### config.mk
export PLATFORM = sky130hd
export DESIGN_NAME = hue_kmeans_iteration
export DESIGN_NICKNAME = d
export VERILOG_FILES = /design/src/hkm_pkg.sv /design/src/hkm_div.sv /design/src/hue_kmeans_iteration.sv
export VERILOG_INCLUDE_DIRS = /design/src /design/src/src
export SDC_FILE = /design/constraint.sdc
export NUM_CORES = 2
export LEC_CHECK = 0
export ABC_AREA = 1
export BUFFER_PORTS_ARGS = -buffer_cell sky130_fd_sc_hd__buf_2
export CORE_AREA = 2 2 309 311
export DETAILED_ROUTE_END_ITERATION = 12
export DIE_AREA = 0 0 311 313
export PLACE_DENSITY = 0.74
export SLEW_MARGIN = 30
export SYNTH_ARGS = -nofsm -noshare
export SYNTH_HDL_FRONTEND = slang
export SYNTH_SLANG_ARGS = --single-unit
export TNS_END_PERCENT = 5
### constraint.sdc
create_clock -name i_clk -period 11.87 [get_ports i_clk]
set_input_delay 2.374 -clock i_clk [delete_from_list [all_inputs] [get_ports i_clk]]
set_output_delay 2.374 -clock i_clk [all_outputs]
set_load 0.1 [all_outputs]
### src/hue_kmeans_iteration_defines.svh
// ----------------------------------------------------------------------------
// hue k-means assertion macros
// shared concurrent check forms, clocked on i_clk, off while i_rst_n is low
// ----------------------------------------------------------------------------
`ifndef HUE_KMEANS_ITERATION_DEFINES_SVH
`define HUE_KMEANS_ITERATION_DEFINES_SVH

// same-cycle implication
`define HKM_ASSERT_SAME(lbl, ante, cons) \
    lbl: assert property (@(posedge i_clk) disable iff (!i_rst_n) (ante) |-> (cons)) \
        else $error("hkm same-cycle check failed");

// next-cycle implication
`define HKM_ASSERT_NEXT(lbl, ante, cons) \
    lbl: assert property (@(posedge i_clk) disable iff (!i_rst_n) (ante) |=> (cons)) \
        else $error("hkm next-cycle check failed");

`endif

### src/hkm_pkg.sv
// ----------------------------------------------------------------------------
// hkm_pkg
// constants, codes and types shared by the hue k-means block
// ----------------------------------------------------------------------------
`timescale 1ns / 1ps

package hkm_pkg;

    localparam int MAX_CLUSTERS_DEF = 8;
    localparam int MAX_PIXELS_DEF   = 1048576;

    localparam int HUE_W    = 16;
    localparam int FRAC_W   = 14;
    localparam int SQ_W     = 2 * HUE_W;
    localparam int ADJ_W    = 35;
    localparam int NUMK_W   = 4;
    localparam int LABEL_W  = 3;
    localparam int S_TDATA_W = 16;
    localparam int M_TDATA_W = 40;
    localparam int CFG_IDX_W = 1;
    localparam int CFG_DATA_W = 35;

    // 0.25 in Q2.14
    localparam logic [HUE_W-1:0]  QUARTER    = HUE_W'(1) << (FRAC_W - 2);
    // 0.1 in Q7.28
    localparam logic [ADJ_W-1:0]  THR_RESET  = ADJ_W'(26843546);
    localparam logic [NUMK_W-1:0] NUMK_RESET = NUMK_W'(2);
    localparam logic [ADJ_W-1:0]  ADJ_MAX    = {ADJ_W{1'b1}};

    localparam logic [CFG_IDX_W-1:0] CFG_NUM_CLUSTERS = 1'b0;
    localparam logic [CFG_IDX_W-1:0] CFG_THRESHOLD    = 1'b1;

    localparam logic FUNC_INIT  = 1'b0;
    localparam logic FUNC_PIXEL = 1'b1;

    typedef enum logic [2:0] {
        S_IDLE,
        S_SEARCH,
        S_ACC,
        S_UPD,
        S_UPD_WAIT,
        S_INIT,
        S_INIT_WAIT,
        S_DONE
    } t_state;

endpackage

### src/hkm_div.sv
// ----------------------------------------------------------------------------
// hkm_div
// restoring divider, one quotient bit per cycle, shared by init and mean steps
// ----------------------------------------------------------------------------
`timescale 1ns / 1ps

module hkm_div
    import hkm_pkg::*;
#(
    parameter int NUM_W = 36,
    parameter int DEN_W = 21
) (
    input  logic             i_clk,
    input  logic             i_rst_n,
    input  logic             i_start,
    input  logic [NUM_W-1:0] i_num,
    input  logic [DEN_W-1:0] i_den,
    output logic             o_busy,
    output logic             o_done,
    output logic [NUM_W-1:0] o_quot
);

    localparam int CNT_W = (NUM_W > 1) ? $clog2(NUM_W) : 1;

    logic             r_busy;
    logic             r_done;
    logic [CNT_W-1:0] r_step;
    logic [NUM_W-1:0] r_num;
    logic [DEN_W-1:0] r_den;
    logic [DEN_W-1:0] r_rem;

    logic [DEN_W:0]   rem_sh;
    logic [DEN_W+1:0] diff;
    logic             q_bit;
    logic [DEN_W-1:0] n_rem;

    always_comb begin
        rem_sh = {r_rem, r_num[NUM_W-1]};
        diff   = {1'b0, rem_sh} - {2'b00, r_den};
        q_bit  = !diff[DEN_W+1];
        n_rem  = q_bit ? diff[DEN_W-1:0] : rem_sh[DEN_W-1:0];
    end

    always_ff @(posedge i_clk) begin
        if (!i_rst_n) begin
            r_busy <= 1'b0;
            r_done <= 1'b0;
            r_step <= '0;
        end else begin
            r_done <= 1'b0;
            if (i_start && !r_busy) begin
                r_busy <= 1'b1;
                r_step <= CNT_W'(NUM_W - 1);
            end else if (r_busy) begin
                if (r_step == '0) begin
                    r_busy <= 1'b0;
                    r_done <= 1'b1;
                end else begin
                    r_step <= r_step - CNT_W'(1);
                end
            end
        end
    end

    // quotient bits shift into the numerator register
    always_ff @(posedge i_clk) begin
        if (i_start && !r_busy) begin
            r_num <= i_num;
            r_den <= i_den;
            r_rem <= '0;
        end else if (r_busy) begin
            r_num <= {r_num[NUM_W-2:0], q_bit};
            r_rem <= n_rem;
        end
    end

    assign o_busy = r_busy;
    assign o_done = r_done;
    assign o_quot = r_num;

endmodule

### src/hue_kmeans_iteration.sv
// ----------------------------------------------------------------------------
// hue_kmeans_iteration
// one-dimensional k-means over Q2.14 hues with a shared distance unit and
// a shared iterative divider under one sequencer
// ----------------------------------------------------------------------------
// channel   dir  handshake                 payload
// s stream  in   i_s_tvalid / o_s_tready   tdata hue, tuser func, tlast last
// m stream  out  o_m_tvalid / i_m_tready   tdata label/adjustment/converged,
//                                          tuser pass_done
// cfg       in   i_cfg_valid / o_cfg_ready i_cfg_index, i_cfg_data
//
// pixel beat: a search over the active centroids, one centroid compared per
//             cycle in the distance unit, then the accumulate step and the result
// last pixel: plus a sweep over all MAX_CLUSTERS entries, a divider run per
//             non-empty active cluster, the other entries only cleared
// init beat and reset: a sweep over all MAX_CLUSTERS entries, a divider run
//             per active cluster, no input taken during the reset
//             sweep
// o_s_tready is low while a beat is worked on; a result waits in the output
//             register, so the next beat may enter before it is taken
// ----------------------------------------------------------------------------
`timescale 1ns / 1ps
`include "hue_kmeans_iteration_defines.svh"

module hue_kmeans_iteration
    import hkm_pkg::*;
#(
    parameter int MAX_CLUSTERS = MAX_CLUSTERS_DEF,
    parameter int MAX_PIXELS   = MAX_PIXELS_DEF
) (
    input  logic                  i_clk,
    input  logic                  i_rst_n,
    input  logic                  i_s_tvalid,
    output logic                  o_s_tready,
    input  logic [S_TDATA_W-1:0]  i_s_tdata,   // [15:0] hue
    input  logic                  i_s_tuser,   // [0] func
    input  logic                  i_s_tlast,
    output logic                  o_m_tvalid,
    input  logic                  i_m_tready,
    output logic [M_TDATA_W-1:0]  o_m_tdata,   // [2:0] label, [37:3] adjustment,
                                               // [38] converged, [39] zero
    output logic                  o_m_tuser,   // [0] pass_done
    input  logic                  i_cfg_valid,
    output logic                  o_cfg_ready,
    input  logic [CFG_IDX_W-1:0]  i_cfg_index,
    input  logic [CFG_DATA_W-1:0] i_cfg_data
);

    localparam int IDX_W   = (MAX_CLUSTERS > 1) ? $clog2(MAX_CLUSTERS) : 1;
    localparam int K_W     = $clog2(MAX_CLUSTERS + 1);
    localparam int CNT_W   = $clog2(MAX_PIXELS + 1);
    localparam int SUM_W   = CNT_W + HUE_W;
    localparam int INITN_W = IDX_W + FRAC_W;
    localparam int DIVN_W  = (SUM_W > INITN_W) ? SUM_W : INITN_W;
    localparam int DIVD_W  = (CNT_W > K_W) ? CNT_W : K_W;
    localparam int TOTR_W  = SQ_W + K_W;
    localparam int TOT_W   = (TOTR_W > ADJ_W) ? TOTR_W : ADJ_W + 1;

    // configuration
    logic [NUMK_W-1:0] r_num_k;
    logic [ADJ_W-1:0]  r_thr;
    logic [K_W-1:0]    k_act;

    // cluster store
    logic [HUE_W-1:0] r_cent_mem [MAX_CLUSTERS];
    logic [SUM_W-1:0] r_sum_mem  [MAX_CLUSTERS];
    logic [CNT_W-1:0] r_cnt_mem  [MAX_CLUSTERS];

    // sequencer state
    t_state              r_state, n_state;
    logic [IDX_W-1:0]    r_idx, n_idx;
    logic [HUE_W-1:0]    r_hue, n_hue;
    logic                r_last, n_last;
    logic                r_item, n_item;
    logic [SQ_W-1:0]     r_best, n_best;
    logic [IDX_W-1:0]    r_label, n_label;
    logic [TOT_W-1:0]    r_total, n_total;
    logic                r_pass, n_pass;

    // output register
    logic                r_out_valid;
    logic [LABEL_W-1:0]  r_out_label;
    logic                r_out_pass;
    logic [ADJ_W-1:0]    r_out_adj;
    logic                r_out_conv;

    logic s_acc;
    logic out_free;
    logic out_load;

    logic [HUE_W-1:0] c_rd;
    logic [SUM_W-1:0] s_rd;
    logic [CNT_W-1:0] n_rd;

    logic idx_in;
    logic idx_lastk;
    logic idx_top;

    logic [HUE_W-1:0] op_b;
    logic [HUE_W-1:0] hue_diff;
    logic [SQ_W-1:0]  sq;
    logic             take;
    logic [IDX_W-1:0] lbl_nx;

    logic              div_start;
    logic              div_busy;
    logic              div_done;
    logic [DIVN_W-1:0] div_num;
    logic [DIVD_W-1:0] div_den;
    logic [DIVN_W-1:0] div_quot;

    logic             cent_we;
    logic [HUE_W-1:0] cent_val;
    logic             acc_we;
    logic             clr_we;

    logic [ADJ_W-1:0] adj_sat;

    // configuration port
    assign o_cfg_ready = 1'b1;

    always_ff @(posedge i_clk) begin
        if (!i_rst_n) begin
            r_num_k <= NUMK_RESET;
            r_thr   <= THR_RESET;
        end else if (i_cfg_valid && o_cfg_ready) begin
            case (i_cfg_index)
                CFG_NUM_CLUSTERS: r_num_k <= i_cfg_data[NUMK_W-1:0];
                CFG_THRESHOLD:    r_thr   <= i_cfg_data[ADJ_W-1:0];
                default: ;
            endcase
        end
    end

    always_comb begin
        if (r_num_k == '0) begin
            k_act = K_W'(1);
        end else if ({1'b0, r_num_k} > (NUMK_W + 1)'(MAX_CLUSTERS)) begin
            k_act = K_W'(MAX_CLUSTERS);
        end else begin
            k_act = K_W'(r_num_k);
        end
    end

    // single read port at r_idx
    assign c_rd = r_cent_mem[r_idx];
    assign s_rd = r_sum_mem[r_idx];
    assign n_rd = r_cnt_mem[r_idx];

    assign idx_in    = K_W'(r_idx) < k_act;
    assign idx_lastk = (K_W'(r_idx) + K_W'(1)) == k_act;
    assign idx_top   = r_idx == IDX_W'(MAX_CLUSTERS - 1);

    // shared distance unit
    assign op_b     = (r_state == S_UPD_WAIT) ? div_quot[HUE_W-1:0] : r_hue;
    assign hue_diff = (c_rd > op_b) ? c_rd - op_b : op_b - c_rd;
    assign sq       = SQ_W'(hue_diff) * SQ_W'(hue_diff);
    assign take     = (r_idx == '0) || (sq < r_best);
    assign lbl_nx   = take ? r_idx : r_label;

    // divider operands
    always_comb begin
        if (r_state == S_INIT) begin
            div_num = DIVN_W'({r_idx, {FRAC_W{1'b0}}});
            div_den = DIVD_W'(k_act);
        end else begin
            div_num = DIVN_W'(s_rd) + DIVN_W'(n_rd >> 1);
            div_den = DIVD_W'(n_rd);
        end
    end

    hkm_div #(
        .NUM_W (DIVN_W),
        .DEN_W (DIVD_W)
    ) u_div (
        .i_clk   (i_clk),
        .i_rst_n (i_rst_n),
        .i_start (div_start),
        .i_num   (div_num),
        .i_den   (div_den),
        .o_busy  (div_busy),
        .o_done  (div_done),
        .o_quot  (div_quot)
    );

    assign s_acc    = i_s_tvalid && o_s_tready;
    assign out_free = !r_out_valid || i_m_tready;
    assign out_load = (r_state == S_DONE) && out_free;
    assign adj_sat  = (r_total > TOT_W'(ADJ_MAX)) ? ADJ_MAX : r_total[ADJ_W-1:0];

    // next state
    always_comb begin
        n_state = r_state;
        case (r_state)
            S_IDLE: begin
                if (s_acc) begin
                    n_state = (i_s_tuser == FUNC_INIT) ? S_INIT : S_SEARCH;
                end
            end
            S_SEARCH: begin
                if (idx_lastk) begin
                    n_state = S_ACC;
                end
            end
            S_ACC: begin
                n_state = r_last ? S_UPD : S_DONE;
            end
            S_UPD: begin
                if (idx_in && n_rd != '0) begin
                    n_state = S_UPD_WAIT;
                end else if (idx_top) begin
                    n_state = S_DONE;
                end
            end
            S_UPD_WAIT: begin
                if (div_done) begin
                    n_state = idx_top ? S_DONE : S_UPD;
                end
            end
            S_INIT: begin
                if (idx_in) begin
                    n_state = S_INIT_WAIT;
                end else if (idx_top) begin
                    n_state = r_item ? S_DONE : S_IDLE;
                end
            end
            S_INIT_WAIT: begin
                if (div_done) begin
                    if (idx_top) begin
                        n_state = r_item ? S_DONE : S_IDLE;
                    end else begin
                        n_state = S_INIT;
                    end
                end
            end
            S_DONE: begin
                if (out_free) begin
                    n_state = S_IDLE;
                end
            end
            default: n_state = S_IDLE;
        endcase
    end

    // datapath controls
    always_comb begin
        n_idx     = r_idx;
        n_hue     = r_hue;
        n_last    = r_last;
        n_item    = r_item;
        n_best    = r_best;
        n_label   = r_label;
        n_total   = r_total;
        n_pass    = r_pass;
        div_start = 1'b0;
        cent_we   = 1'b0;
        cent_val  = '0;
        acc_we    = 1'b0;
        clr_we    = 1'b0;
        case (r_state)
            S_IDLE: begin
                if (s_acc) begin
                    n_hue   = i_s_tdata[HUE_W-1:0];
                    n_last  = i_s_tlast;
                    n_item  = 1'b1;
                    n_idx   = '0;
                    n_label = '0;
                    n_total = '0;
                    n_pass  = 1'b0;
                end
            end
            S_SEARCH: begin
                if (take) begin
                    n_best = sq;
                end
                n_label = lbl_nx;
                n_idx   = idx_lastk ? lbl_nx : r_idx + IDX_W'(1);
            end
            S_ACC: begin
                if (n_rd < CNT_W'(MAX_PIXELS)) begin
                    acc_we = 1'b1;
                end
                if (r_last) begin
                    n_idx  = '0;
                    n_pass = 1'b1;
                end
            end
            S_UPD: begin
                if (idx_in && n_rd != '0) begin
                    div_start = 1'b1;
                end else begin
                    clr_we = 1'b1;
                    if (!idx_top) begin
                        n_idx = r_idx + IDX_W'(1);
                    end
                end
            end
            S_UPD_WAIT: begin
                if (div_done) begin
                    cent_we  = 1'b1;
                    cent_val = div_quot[HUE_W-1:0];
                    clr_we   = 1'b1;
                    n_total  = r_total + TOT_W'(sq);
                    if (!idx_top) begin
                        n_idx = r_idx + IDX_W'(1);
                    end
                end
            end
            S_INIT: begin
                if (idx_in) begin
                    div_start = 1'b1;
                end else begin
                    cent_we = 1'b1;
                    clr_we  = 1'b1;
                    if (!idx_top) begin
                        n_idx = r_idx + IDX_W'(1);
                    end
                end
            end
            S_INIT_WAIT: begin
                if (div_done) begin
                    cent_we  = 1'b1;
                    cent_val = QUARTER + div_quot[HUE_W-1:0];
                    clr_we   = 1'b1;
                    if (!idx_top) begin
                        n_idx = r_idx + IDX_W'(1);
                    end
                end
            end
            S_DONE: ;
            default: ;
        endcase
    end

    always_ff @(posedge i_clk) begin
        if (!i_rst_n) begin
            r_state <= S_INIT;
            r_idx   <= '0;
            r_item  <= 1'b0;
            r_pass  <= 1'b0;
        end else begin
            r_state <= n_state;
            r_idx   <= n_idx;
            r_item  <= n_item;
            r_pass  <= n_pass;
        end
    end

    always_ff @(posedge i_clk) begin
        r_hue   <= n_hue;
        r_last  <= n_last;
        r_best  <= n_best;
        r_label <= n_label;
        r_total <= n_total;
    end

    always_ff @(posedge i_clk) begin
        if (cent_we) begin
            r_cent_mem[r_idx] <= cent_val;
        end
        if (clr_we) begin
            r_sum_mem[r_idx] <= '0;
            r_cnt_mem[r_idx] <= '0;
        end else if (acc_we) begin
            r_sum_mem[r_idx] <= s_rd + SUM_W'(r_hue);
            r_cnt_mem[r_idx] <= n_rd + CNT_W'(1);
        end
    end

    // output register
    always_ff @(posedge i_clk) begin
        if (!i_rst_n) begin
            r_out_valid <= 1'b0;
        end else if (out_load) begin
            r_out_valid <= 1'b1;
        end else if (i_m_tready) begin
            r_out_valid <= 1'b0;
        end
    end

    always_ff @(posedge i_clk) begin
        if (out_load) begin
            r_out_label <= LABEL_W'(r_label);
            r_out_pass  <= r_pass;
            r_out_adj   <= r_pass ? adj_sat : '0;
            r_out_conv  <= r_pass && (adj_sat <= r_thr);
        end
    end

    assign o_s_tready = (r_state == S_IDLE);
    assign o_m_tvalid = r_out_valid;
    assign o_m_tdata  = {1'b0, r_out_conv, r_out_adj, r_out_label};
    assign o_m_tuser  = r_out_pass;

    `HKM_ASSERT_SAME(a_div_free, div_start, !div_busy)
    `HKM_ASSERT_SAME(a_acc_active, r_state == S_ACC, K_W'(r_idx) < k_act)
    `HKM_ASSERT_SAME(a_init_quiet, r_out_valid && !r_out_pass, r_out_adj == '0 && !r_out_conv)
    `HKM_ASSERT_SAME(a_conv_match, r_out_valid && r_out_pass, r_out_conv == (r_out_adj <= r_thr))
    `HKM_ASSERT_NEXT(a_upd_end, r_state == S_UPD_WAIT && div_done && idx_top, r_state == S_DONE)

endmodule

==> out/metrics.cfg <==
[timing]
period_needed_ps=11080
period_share=0.9335
fin_ws_ps=789.3
fin_setup_tns_ps=0
drv_slew=0
worst_slew_pin_slew_ps=1025
hold_viol_final=0
setup_viol=0
rsz0062_at_grt=no
clock_skew_ps=49.76
slew_headroom=0.3168
fmax_ghz=0.09025

[logic_synthesis]
synth_top_area_share=0.4535
syn_avg_cell_area_um2=9.144
synth_area_um2=51450
synth_area_leader_cell=edfxtp_1
ys_seq_elements=857
synth-edff-count=777
synth_nets=6149
synthFlopType=edfxtp_1
syn_inst=5627
synth.area.top_cells=edfxtp_1 (45%), ha_1 (7.2%), nand2_1 (7.0%)
yosysSeqAreaShare=0.4846
async_flop_share=0
yosys_warnings=0
synthDistinctLibCells=57

[floorplan]
die_w_um=311
die_h_um=313
pin_count=103
die_area_um2=97340
rows=113
core_um2=94160
start_util=0.5464

[setup_path]
worstSetupStartpoint=r_state[2]
startpoint_type=flip-flop
worst_ep_arrival_time_ps=11390
required_ps=12180
critPathKind=flip-flop to flip-flop
path_max_fanout=31
timing.rr.start=r_state[2]
slowest_delay_ps=590
crit_top_cell=nand2_1
critPathCaptureType=flip-flop
crit_path_top_delay_cell=fa_1

[grt]
grtUsageTotal=0.2710
grt_first_pass_wirelength_um=208800
grt_pass1_vias=37910
overflow=0
antenna_found_initial=1
grt_max_degree=90

[finish]
multiInputGateArea_um2=22670
layout_commonest_cell=nand2_1
final_cells=7022
mostFrequentLayoutCells=nand2_1 (960), nor2_1 (806), edfxtp_1 (777)
antenna_cells=0
area_delta_synth_final_pct=9.068
fill_cells=7934
drive_above_1_share=0.06896
seqCellArea_um2=24940
nets=6210

[clock_tree]
clkLatencyLatePin_ps=690
clk_pin_slew_ps=60
clockBufferDepth=3
cts_buffers=90
clock-sinks=857
cts_tree=built
cts.htree.levels=3
cts_root_buffer=clkbuf_16

[route]
vias_per_cell=5.652
routed_wl_um=134000
dr.pass1.iters=8
drtIter0Drc=4340
vias=39690
ant_nets=0
drc=0
avgRoutedWirePerCell_um=19.09

[placed_design]
dp_cells=6855
pre_cts_ws_ps=347.6
port-buffer-count=100
hpwl_um=93040
gp_congestion=0.9648

[hold_path]
hold_path_class=flip-flop to flip-flop
hold_start=r_pass

[job]
cap_violations=0

[outcome]
status=finished, final reports clean

-- cell usage after synthesis, types with 3 or more instances --
library cell / number
nor2_1: 810
inv_2: 16
clkinv_1: 8
o31ai_1: 3
clkbuf_2: 3
nand3_1: 209
o211ai_2: 4
buf_8: 5
xor2_1: 73
a211oi_1: 4
clkbuf_1: 85
o22ai_1: 59
buf_6: 11
buf_2: 47
nor3b_1: 4
o21bai_1: 19
a21o_1: 20
nand2_1: 964
o21ai_2: 6
a31oi_1: 34
o21ai_0: 466
fa_1: 167
nor4_1: 23
inv_1: 765
nor2_2: 10
nand4_1: 49
o21ai_1: 57
o221ai_1: 3
a31o_2: 3
o211ai_1: 28
nand2_2: 15
a21boi_0: 8
nand3b_1: 5
buf_4: 21
dfxtp_1: 80
buf_1: 20
ha_1: 296
xnor2_1: 43
nor3_1: 37
nor2_4: 3
edfxtp_1: 777
a21oi_1: 333
o21a_1: 14
-- flip-flops by register name, indices dropped and copies added (netlist names), 21 cells and up, named ones only --
register / count
u_div.o_quot: 37
r_cent_mem: 128
u_div.r_rem: 21
r_total: 36
r_cnt_mem: 168
r_thr: 35
u_div.r_den: 21
r_out_adj: 35
r_best: 31
r_sum_mem: 296
-- cell families (layout without fill, tap and decap cells) --
family	count (synthesis)	after routing	synth area share
other	2	2	0.0001460
AOI/OAI and AO/OA	1065	1065	0.1123
and+or+nand+nor	2140	2140	0.1689
adders and majority gates	463	463	0.1370
DFF	857	857	0.4846
xor gates and xnor gates	116	116	0.01975
buffers and inverters	984	1114	0.07736
-- final cells by class --
type / count / area share
Multi-Input combinational cell: 3786 / 0.4039
Clock buffer: 108 / 0.04169
Sequential cell: 857 / 0.4445
Tap cell: 1265 / 0.02820
Timing Repair inverter: 1 / 0.0001338
Timing Repair Buffer: 160 / 0.01817
Clock inverter: 53 / 0.009454
Inverter: 792 / 0.05398
-- per-layer routing --
layer	track usage	routed length [um]	vias up
met5	0	0	-
met4	0.08487	4052	0
met3	0.05108	13140	266
met2	0.4278	60140	1809
met1	0.3815	56700	18690
li1	-	-	18930
-- final timing paths --
path                end  slack [ps]  cells after the start
max          r_best[22]         790                     48
min           o_m_tuser         450                      0
max reg2reg  r_best[22]         790                     48
min reg2reg   o_m_tuser         450                      0
-- timing repair --
action | 4_1_cts | 5_1_grt
resized for setup | 0 | 29
setup endpoints to repair | 0 | 57
buffers inserted | 0 | 4
hold buffers | 0 | 0
-- worst max-delay path, delay by kind of cell, from the launching register on --
kind	cells	cell delay [ps]
simple gates	18	2430
fa+ha+maj	9	3970
compound gates	10	2320
flops	1	390
buf+inv	11	1560
-- metrics by stage --
step / hold slack [ps] / cell area, um2 / utilization
6_report: 450.7 / 56120 / 0.5960
5_1_grt: 458.4 / 56120 / 0.5960
4_1_cts: 451.3 / 55970 / 0.5944
3_5_place_dp: 437.4 / 53100 / 0.5639
3_3_place_gp: 438.0 / 53050 / 0.5634
2_1_floorplan: 426.4 / 51450 / -
Power is not shown: default switching activity piles up to over one toggle a cycle in this logic, so the estimate is an artifact.
